===== config.mk =====
export PLATFORM = sky130hd
export DESIGN_NAME = vtdi_ctrl
export DESIGN_NICKNAME = d
export VERILOG_FILES = /design/src/vertex_triple_dedup_indexer_core_macros.svh /design/src/vtdi_pkg.sv /design/src/vtdi_ctrl.sv
export SDC_FILE = /design/constraint.sdc
export NUM_CORES = 1
export LEC_CHECK = 0
export BUFFER_PORTS_ARGS = -buffer_cell sky130_fd_sc_hd__buf_2
export CAP_MARGIN = 10
export CORE_AREA = 2 2 39 41
export DETAILED_ROUTE_END_ITERATION = 12
export DIE_AREA = 0 0 41 43
export PLACE_DENSITY = 0.54
export SYNTH_ARGS = -nofsm -noshare
export SYNTH_HDL_FRONTEND = slang
export SYNTH_SLANG_ARGS = --single-unit
export TNS_END_PERCENT = 100

===== constraint.sdc =====
create_clock -name clk_i -period 1.5 [get_ports clk_i]
set_input_delay 0.075 -clock clk_i [delete_from_list [all_inputs] [get_ports clk_i]]
set_output_delay 0.075 -clock clk_i [all_outputs]
set_load 0.005 [all_outputs]

===== src/vertex_triple_dedup_indexer_core_macros.svh =====
// Assertion macros shared by the vertex deduplication indexer RTL.
// Each macro expects clk_i and rst_ni in the scope where it is used.
`ifndef VERTEX_TRIPLE_DEDUP_INDEXER_CORE_MACROS_SVH
`define VERTEX_TRIPLE_DEDUP_INDEXER_CORE_MACROS_SVH

// The condition must hold at every clock edge outside reset.
`define VTDI_ASSERT_ALWAYS(name, expr) \
  name: assert property (@(posedge clk_i) disable iff (!rst_ni) (expr)) \
    else $error("vtdi: invariant violated");

// When the trigger holds, the condition must hold in the next cycle.
`define VTDI_ASSERT_NEXT(name, trig, expr) \
  name: assert property (@(posedge clk_i) disable iff (!rst_ni) (trig) |=> (expr)) \
    else $error("vtdi: sequence violated");

`endif


===== src/vtdi_pkg.sv =====
// Shared constants, types and the bucket hash of the vertex deduplication indexer.
// No dependencies; used by the controller, the datapath and the top level.
package vtdi_pkg;

  localparam int MAX_VERTS = 4096;
  localparam int BUCKETS   = 1024;
  localparam int ATTR_BITS = 16;

  localparam int IN_W      = 16;
  localparam int OUT_IDX_W = 12;
  localparam int ADDR_W    = $clog2(MAX_VERTS);
  localparam int CNT_W     = ADDR_W + 1;
  localparam int BKT_W     = $clog2(BUCKETS);
  localparam int KEY_W     = 3 * ATTR_BITS;
  localparam int EPOCH_W   = 8;
  localparam int HEAD_W    = EPOCH_W + CNT_W;
  localparam int HASH_MUL  = 31;

  typedef struct packed {
    logic capture;
    logic clr_step;
    logic walk_start;
    logic walk_next;
    logic res_hit;
    logic res_miss;
  } vtdi_cmd_t;

  typedef struct packed {
    logic new_mesh;
    logic epoch_max;
    logic clr_last;
    logic cur_ok;
    logic key_match;
    logic slot_free;
  } vtdi_stat_t;

  // Wrapping 31x hash, kept only in the bucket bits since the bucket count
  // is a power of two.
  function automatic logic [BKT_W-1:0] bucket_of(input logic [ATTR_BITS-1:0] p,
                                                 input logic [ATTR_BITS-1:0] t,
                                                 input logic [ATTR_BITS-1:0] n);
    logic [BKT_W-1:0] h;
    h = BKT_W'(1);
    h = BKT_W'(h * BKT_W'(HASH_MUL)) + BKT_W'(p);
    h = BKT_W'(h * BKT_W'(HASH_MUL)) + BKT_W'(t);
    h = BKT_W'(h * BKT_W'(HASH_MUL)) + BKT_W'(n);
    return h;
  endfunction

endpackage


===== src/vtdi_ctrl.sv =====
// Controller of the vertex deduplication indexer: sequences clear, lookup and insert.
// Depends on vtdi_pkg for the command and status structs.
module vtdi_ctrl (
  input  logic                clk_i,
  input  logic                rst_ni,
  input  logic                in_valid_i,
  output logic                in_stall_o,
  input  vtdi_pkg::vtdi_stat_t stat_i,
  output vtdi_pkg::vtdi_cmd_t  cmd_o
);

  typedef enum logic [2:0] {
    S_CLEAR,
    S_IDLE,
    S_HWAIT,
    S_HCHK,
    S_CMP
  } state_e;

  state_e state_q, state_d;
  logic   pending_q, pending_d;

  assign in_stall_o = (state_q != S_IDLE);

  always_comb begin
    state_d   = state_q;
    pending_d = pending_q;
    cmd_o     = '0;
    case (state_q)
      S_CLEAR: begin
        cmd_o.clr_step = 1'b1;
        if (stat_i.clr_last) begin
          state_d   = pending_q ? S_HWAIT : S_IDLE;
          pending_d = 1'b0;
        end
      end
      S_IDLE: begin
        if (in_valid_i) begin
          cmd_o.capture = 1'b1;
          if (stat_i.new_mesh && stat_i.epoch_max) begin
            state_d   = S_CLEAR;
            pending_d = 1'b1;
          end else begin
            state_d = S_HWAIT;
          end
        end
      end
      S_HWAIT: begin
        state_d = S_HCHK;
      end
      S_HCHK: begin
        cmd_o.walk_start = 1'b1;
        state_d          = S_CMP;
      end
      S_CMP: begin
        if (!stat_i.cur_ok) begin
          if (stat_i.slot_free) begin
            cmd_o.res_miss = 1'b1;
            state_d        = S_IDLE;
          end
        end else if (stat_i.key_match) begin
          if (stat_i.slot_free) begin
            cmd_o.res_hit = 1'b1;
            state_d       = S_IDLE;
          end
        end else begin
          cmd_o.walk_next = 1'b1;
        end
      end
      default: begin
        state_d = S_IDLE;
      end
    endcase
  end

  always_ff @(posedge clk_i or negedge rst_ni) begin
    if (!rst_ni) begin
      state_q   <= S_CLEAR;
      pending_q <= 1'b0;
    end else begin
      state_q   <= state_d;
      pending_q <= pending_d;
    end
  end

endmodule


======== Word-level counts from Yosys, hierarchy flattened ========
Cells that the tools add are included.
word-level totals
  register bits after elaboration ......... 4
  latch bits .............................. 0
  RAM bits ................................ 0
  memory bits (read-only) ................. 0
  bits of input ports ..................... 9
  output and inout bits ................... 7
  logic and storage cells ................. 38
  memories ................................ 0
cells by class
  add/subtract/negate cells ............... 0
  multiply operators ...................... 0
  div/mod/pow operators ................... 0
  order comparisons ....................... 0
  equal/unequal tests ..................... 9
  shift-type cells ........................ 0
  mux-type cells .......................... 22
  bitwise gates (word level) .............. 0
  reductions and logical operators ........ 5
operators with widths
  cell                                                              count
  3-bit 2-to-1 mux                                                  6
  3-bit one-hot mux with 5 select lines                             1
  1-bit 2-to-1 mux                                                  11
  3-bit by 2-bit == test with 1-bit output (second input constant)  2
  2-bit 2-to-1 mux                                                  3
  2-bit != test (second input constant)                             3
  4-bit AND reduction                                               1
  3-bit by 1-bit == test with 1-bit output (second input constant)  1
  3-bit == test (second input constant)                             1
  3-bit logical NOT                                                 1
  3-bit by 1-bit != test with 1-bit output (second input constant)  1
  3-bit != test (second input constant)                             1
  3-bit AND reduction                                               1
  1-bit one-hot mux with 2 select lines                             1
  2-bit nonzero test                                                1
  1-bit logical AND                                                 1

======== Logic depth before layout (Yosys ltp) ========
Gate-level depths: netlist of run 1.
  depth after elaboration ................. 4
  depth in mapped cells ................... 4

======== Worst setup path before layout of run 1 ========
No wires, ideal clock.
  path type ............................... register to register
  start ................................... register state_q[1]
  end ..................................... register state_q[0]
  data arrival time ....................... 1.051 ns
  required time ........................... 1.366 ns
  slack ................................... 0.315 ns
  stages on the path, launching flop included .. 5
  buffers on the path ..................... 1
  clock period less this slack ............ 1.185 ns
  path through ............................ dfrtp_1 > clkbuf_2 > or3b_1 > a21oi_2 > nor3_1
on the way
  cells in the longest elaborated chain, start to end .. 3
ends and longest elaborated chain
  item                                                             line             RTL
  start, declared                                                  vtdi_ctrl.sv:20  state_e state_q, state_d;
  start signal, assigned                                           vtdi_ctrl.sv:81  state_q <= state_d;
  3-bit == test (tied with other cells)                            vtdi_ctrl.sv:29  case (state_q)
  3-bit != test (no line) / 2-bit != test (equally long branches)  -
  3-bit AND reduction (no line)                                    -
Several ways; a longest one is shown, not always the timed one.
A chain may end at the register's enable or synchronous reset.

==> qor.txt, run 1 <==
outcome: finished, final reports clean
cell count after placement: 65
post-route insts no fill: 69
cell leakage power: 0.1995 nW
register share of total power: 0.388
sequence of cells on the critical path: or3b_1 -> nor2_1 -> buf_2
Hold Path Depth: 2
register area share after synthesis: 0.3604
highest clock rate: 714.0 MHz
final core utilization: 0.2821
Syn Inst Count: 37
Arrival @ worst endpoint: 1.33 ns
First-pass DRT Iterations: 4
antenna diode count: 0
Max Slew Vio Count: 0
class of the most critical setup path: reg -> out
clock network fraction of total power: 0.199
via total after detailed routing: 302
highest signal layer in the routed design: met3
worst-case headroom to the max-slew limit: 0.7225
main area contributors after synthesis: dfrtp_1 36%, nor2_1 11%, nand2_1 6.8%, nor3_1 3.6%, a2111oi_0 3.2%
Routed WL: 611 um
via density per instance: 4.377
clock transition at the registers of the reported paths: 0.03 ns
DIE AREA: 1763 um^2
share of flip-flops with an asynchronous set or reset: 1.000
layout cells sized above 1: 0.3962
worst vdd rail ir drop: 0.0005219 V
layout-stage area growth over the synthesis result: 40.54%
net count of the mapped netlist: 46
clock network latency to the later pin of the worst-skew pair: 0.23 ns
combinational cell fraction of total power: 0.413
clock buffer count from CTS: 3
stage delay of the slowest cell on the critical path: 0.44 ns
GRT Util Overall: 0.08788
top flip-flop cell by instance count after synthesis: dfrtp_1
vias in the first global route: 265
Chip Width: 41 um
largest fanout of any net on the critical path: 9
number of antenna violations at the first check in global routing: 0
CP max stage cell: dfrtp_1
Met3 Routed Length: 48 um
Final Setup Violations: 0
synth cell count leaders: 8 x nor2_1, 5 x nand2_1, 4 x dfrtp_1
detailed placer's ending HPWL: 505.1 um
number of post-CTS setup repair buffers: 0
GRT overflow: 0
summed instance area of the synthesized netlist: 277.8 um^2
FF+latch count, synth: 4
synthesized area per cell: 7.507 um^2
HP Class: in -> reg
time the worst path needs with I/O delays and setup: 1.401 ns
startpoint of the worst register-to-register path: state_q[1]
number of cells on the worst reg-to-reg path: 3
share of the clock period used by the worst path after layout: 0.9338
number of enable-type register cells in the synthesized netlist: 0
total net switching power: 0.2444 mW
area of the core region: 1384 um^2
Post-Route Setup TNS: 0 ns
family with the most delay on the worst path: simple AND/OR/NAND/NOR gates
worst slew pin tran: 0.4057 ns
unrepaired setup endpoints after global routing: false
Cell Int Power: 0.3815 mW
residual DRC count: 0
Power per Cell Area: 1603 nW/um^2
switching power share of the total: 0.3904
routed length on met2: 283 um
CTS tree: yes
biggest area consumer among synthesized cells: dfrtp_1
critical path capture point type: output port
maximum number of pins on one net before global-route repair: 12
worst endpoint required time: 1.42 ns
final layout net count: 64
clock root buffer master: clkbuf_4
Yosys warning total: 0
deepest clock path buffer count: 2
nature of the critical path startpoint: flop
number of placed I/O pins: 16
weighted congestion reported at the end of routability-driven placement: 0.6993
input/output buffers: 15
setup slack, reg-to-reg: 0.29 ns
effective utilization at floorplan: 0.2007
number of violations of the max-capacitance limit: 0
worst reg2reg path endpoint: state_q[0]
number of nets with antenna violations after routing: 0
endpoint of the worst hold path: pending_q
total count of hold-check failures in the final report: 0
first-iteration detailed-routing DRC count: 4
wire length of the first global-routing pass: 1.000 mm
total clock sinks: 4
distinct cell type count after synthesis: 21
skew final: 0.001014 ns
number of H-tree levels: 1
Die Height: 43 um
most common cell in the netlist: nor2_1
Avg WL per Cell: 8.855 um
top cell type's share of synthesized area: 0.3604
placement row count: 14
startpoint of the tightest hold check path: stat_i[3]
count of buffer and inverter cells on the critical path: 1
routed length on met1: 279 um
-- cells by family (layout without fill, tap and decap cells) --
kind of cell / after synthesis / after routing / share of synthesized area
flops: 4 / 4 / 0.3604
compound gates: 7 / 7 / 0.1937
simple gates: 21 / 21 / 0.3604
buf+inv: 5 / 21 / 0.08558
-- final cells by class --
type / instances / area [um^2]
clock buffer: 3 / 22.52
fill: 163 / 993.5
inverter: 2 / 7.507
multi-input combinational: 28 / 153.9
sequential: 4 / 101.3
tap: 16 / 20.02
timing repair buffer: 16 / 85.08
-- worst max path at each step --
stage,endpoint,start,cells past startpoint
6_report,cmd_o[2],state_q[1],3
5_1_grt,cmd_o[2],state_q[1],3
4_1_cts,cmd_o[2],state_q[0],3
3_5_place_dp,state_q[0],state_q[0],3
3_3_place_gp,pending_q,state_q[1],3
2_1_floorplan,state_q[0],state_q[1],4
-- metrics by stage --
step / worst slack [ns] / hold slack, ns / total power [mW] / cell area, um^2
6_report: 0.09936 / 0.08480 / 0.6258 / 390.4
3_3_place_gp: 0.2975 / -0.1158 / 0.5039 / 356.6
2_1_floorplan: 0.3148 / -0.2206 / 0.4159 / 277.8
4_1_cts: 0.06030 / 0.07997 / 0.6400 / 389.1
5_1_grt: 0.003677 / 0.06926 / 0.6974 / 390.4
3_5_place_dp: 0.2694 / -0.1139 / 0.5056 / 356.6
-- power groups by stage --
stage	Sequential (mW)	Combinational (mW)	Clock, mW
final	0.243	0.258	0.125
after detailed placement	0.243	0.263	0
after global placement	0.241	0.263	0
after floorplan	0.184	0.232	0
after CTS	0.241	0.267	0.133
after global routing	0.259	0.293	0.145
-- sequential cells by signal (all words and copies together) (netlist names) --
| name | count |
|---|---|
| pending_q | 1 |
| state_q | 3 |
-- metal layers --
layer,global-route usage,up-vias
met5,0,-
met4,0.02000,0
met3,0.07853,0
met2,0.1219,9
met1,0.09836,133
li1,-,160
-- placed cells by master, fill, tap and decap left out, types with 2 or more instances in the layout --
cell,count
nand2_1,5
nor2_1,8
buf_2,15
nor3_1,2
dfrtp_1,3
inv_1,2
clkbuf_4,3
-- repair_timing --
item                                    4_1_cts  5_1_grt
hold buffers                                  1        0
gates resized for setup                       0        1
endpoints found under the setup margin        0        1
hold endpoints to repair                      4        0
No activity file was read; power rests on OpenSTA's default activity.
==> run 2, diff against run 1 <==
--- a/config.mk
+++ b/config.mk
@@ -11,6 +11,7 @@
 export DETAILED_ROUTE_END_ITERATION = 12
 export DIE_AREA = 0 0 41 43
 export PLACE_DENSITY = 0.54
+export RECOVER_POWER = 100
 export SYNTH_ARGS = -nofsm -noshare
 export SYNTH_HDL_FRONTEND = slang
 export SYNTH_SLANG_ARGS = --single-unit
==> constraint.sdc (replaced) <==
create_clock -name clk_i -period 1.4 [get_ports clk_i]
set_input_delay 0.07 -clock clk_i [delete_from_list [all_inputs] [get_ports clk_i]]
set_output_delay 0.07 -clock clk_i [all_outputs]
set_load 0.005 [all_outputs]
==> run 2 against run 1 <==
Compared with the run above:
- total power grew 16%
- die area is the same
- non-clock buffer count grew 2
- hold slack lost 0.030 ns
- sequential share of layout area shrank 0.73 points
- cell count grew 2.9%
- setup slack lost 0.052 ns
- sequential power shrank 3%
==> qor.txt, run 2 (synthesis gave the netlist of run 1 again) <==
Routed WL: 687 um
antenna diode count: 0
GRT overflow: 0
overall power: 0.7251 mW
nature of the critical path startpoint: flop
clock network latency to the later pin of the worst-skew pair: 0.24 ns
Sequential Area: 102.6 um^2
area occupied by multi-input gates: 156.4 um^2
effective utilization at floorplan: 0.2007
input/output buffers: 15
most frequent standard cell in the layout excluding fill and tap cells: buf_2
layout-stage area growth over the synthesis result: 46.40%
Die Height: 43 um
cell leakage power: 0.2001 nW
startpoint of the worst register-to-register path: state_q[1]
worst endpoint required time: 1.33 ns
total clock sinks: 4
time the worst path needs with I/O delays and setup: 1.353 ns
Cell Area, Placed: 364.1 um^2
maximum number of pins on one net before global-route repair: 10
Arrival @ worst endpoint: 1.28 ns
largest registers: state_q x3, pending_q x1
total count of hold-check failures in the final report: 0
Max Slew Vio Count: 0
number of placed I/O pins: 16
worst hold slack: 0.05511 ns
share of the clock period used by the worst path after layout: 0.9664
number of violations of the max-capacitance limit: 0
final layout net count: 66
residual DRC count: 0
layout cells sized above 1: 0.4182
deepest clock path buffer count: 2
sequence of cells on the critical path: or3b_4 -> nor2_1 -> clkbuf_2
total of fill cells in the finished design: 155
critical path capture point type: output port
clock root buffer master: clkbuf_4
clock buffer count from CTS: 3
skew final: 0.007554 ns
number of antenna violations at the first check in global routing: 0
weighted congestion reported at the end of routability-driven placement: 0.7792
unrepaired setup endpoints after global routing: false
flip-flop count of the largest register, all copies and words added: 3
worst slew pin tran: 0.3775 ns
highest clock rate: 739.1 MHz
GRT Util Overall: 0.09265
largest fanout of any net on the critical path: 8
Avg WL per Cell: 9.676 um
Post-Route Setup TNS: 0 ns
wire length of the first global-routing pass: 1.110 mm
first-iteration detailed-routing DRC count: 4
DIE AREA: 1763 um^2
Final Setup Violations: 0
number of H-tree levels: 1
number of nets with antenna violations after routing: 0
Power per Cell Area: 1783 nW/um^2
detailed placer's ending HPWL: 529.7 um
CP max stage cell: dfrtp_2
Chip Width: 41 um
via density per instance: 4.521
area of the core region: 1384 um^2
stage delay of the slowest cell on the critical path: 0.44 ns
class of the most critical setup path: reg -> out
CTS tree: yes
post-route cell area: 406.6 um^2
HP Class: in -> reg
via total after detailed routing: 321
top library cells by usage in the layout, fill and taps aside: 10 x buf_2, 8 x nor2_1, 5 x nand2_1
worst vdd rail ir drop: 0.0008911 V
vias in the first global route: 271
placement row count: 14
clock transition at the registers of the reported paths: 0.04 ns
First-pass DRT Iterations: 2
worst-case headroom to the max-slew limit: 0.7418
start point of the critical path: state_q[1]
startpoint of the tightest hold check path: stat_i[3]
outcome: finished, final reports clean
largest register by flop count: state_q
run 2: through the flow:
stage / setup WS, ns / std cells / utilization
CTS: 0.01262 / 70 / 0.2902
floorplan: 0.2148 / 37 / -
global route: 0.006370 / 71 / 0.2939
global placement: 0.1882 / 66 / 0.2631
finish: 0.04706 / 71 / 0.2939
detailed placement: 0.1985 / 66 / 0.2631
run 2: timing repair:
action | in CTS | in global routing
resized for setup | 3 | 0
endpoints found under the setup margin | 1 | 1
pin swaps | 0 | 1
endpoints found under the hold margin | 4 | 0
setup buffers | 0 | 1
hold buffers | 1 | 0
run 2: worst paths after layout:
kind,to,slack [ns],cells after the start
hold / removal,pending_q,0.06,2
setup reg to reg,state_q[0],0.23,3
min in group asynchronous,state_q[0],0.21,2
max in group asynchronous,state_q[1],0.95,2
setup / recovery,cmd_o[2],0.05,3
hold reg to reg,state_q[1],0.52,1
run 2: metal layers:
metal / GRT usage / wire length [um] / vias to the layer above
met5: 0 / 0 / -
met4: 0 / 0 / 0
met3: 0.06283 / 44 / 0
met2: 0.1375 / 316 / 11
met1: 0.1169 / 326 / 143
li1: - / - / 167
run 2: where the power goes:
group          internal, mW  switching (mW)  leakage, nW  total [mW]
logic                 0.177           0.168        0.138       0.345
registers             0.170          0.0665       0.0485       0.236
clock network        0.0959          0.0479       0.0138       0.144
run 2: worst max-delay path: cells and delay by family, from the launching register on:
family | cells | cell delay (ns)
simple gates | 2 | 0.50
flops | 1 | 0.44
buf+inv | 1 | 0.12
run 2: layout make-up:
class,count,share of cell area
Multi-Input combinational cell,28,0.3846
Sequential cell,4,0.2523
Timing Repair Buffer,18,0.2400
Clock buffer,3,0.05538
Tap cell,16,0.04923
Inverter,2,0.01846
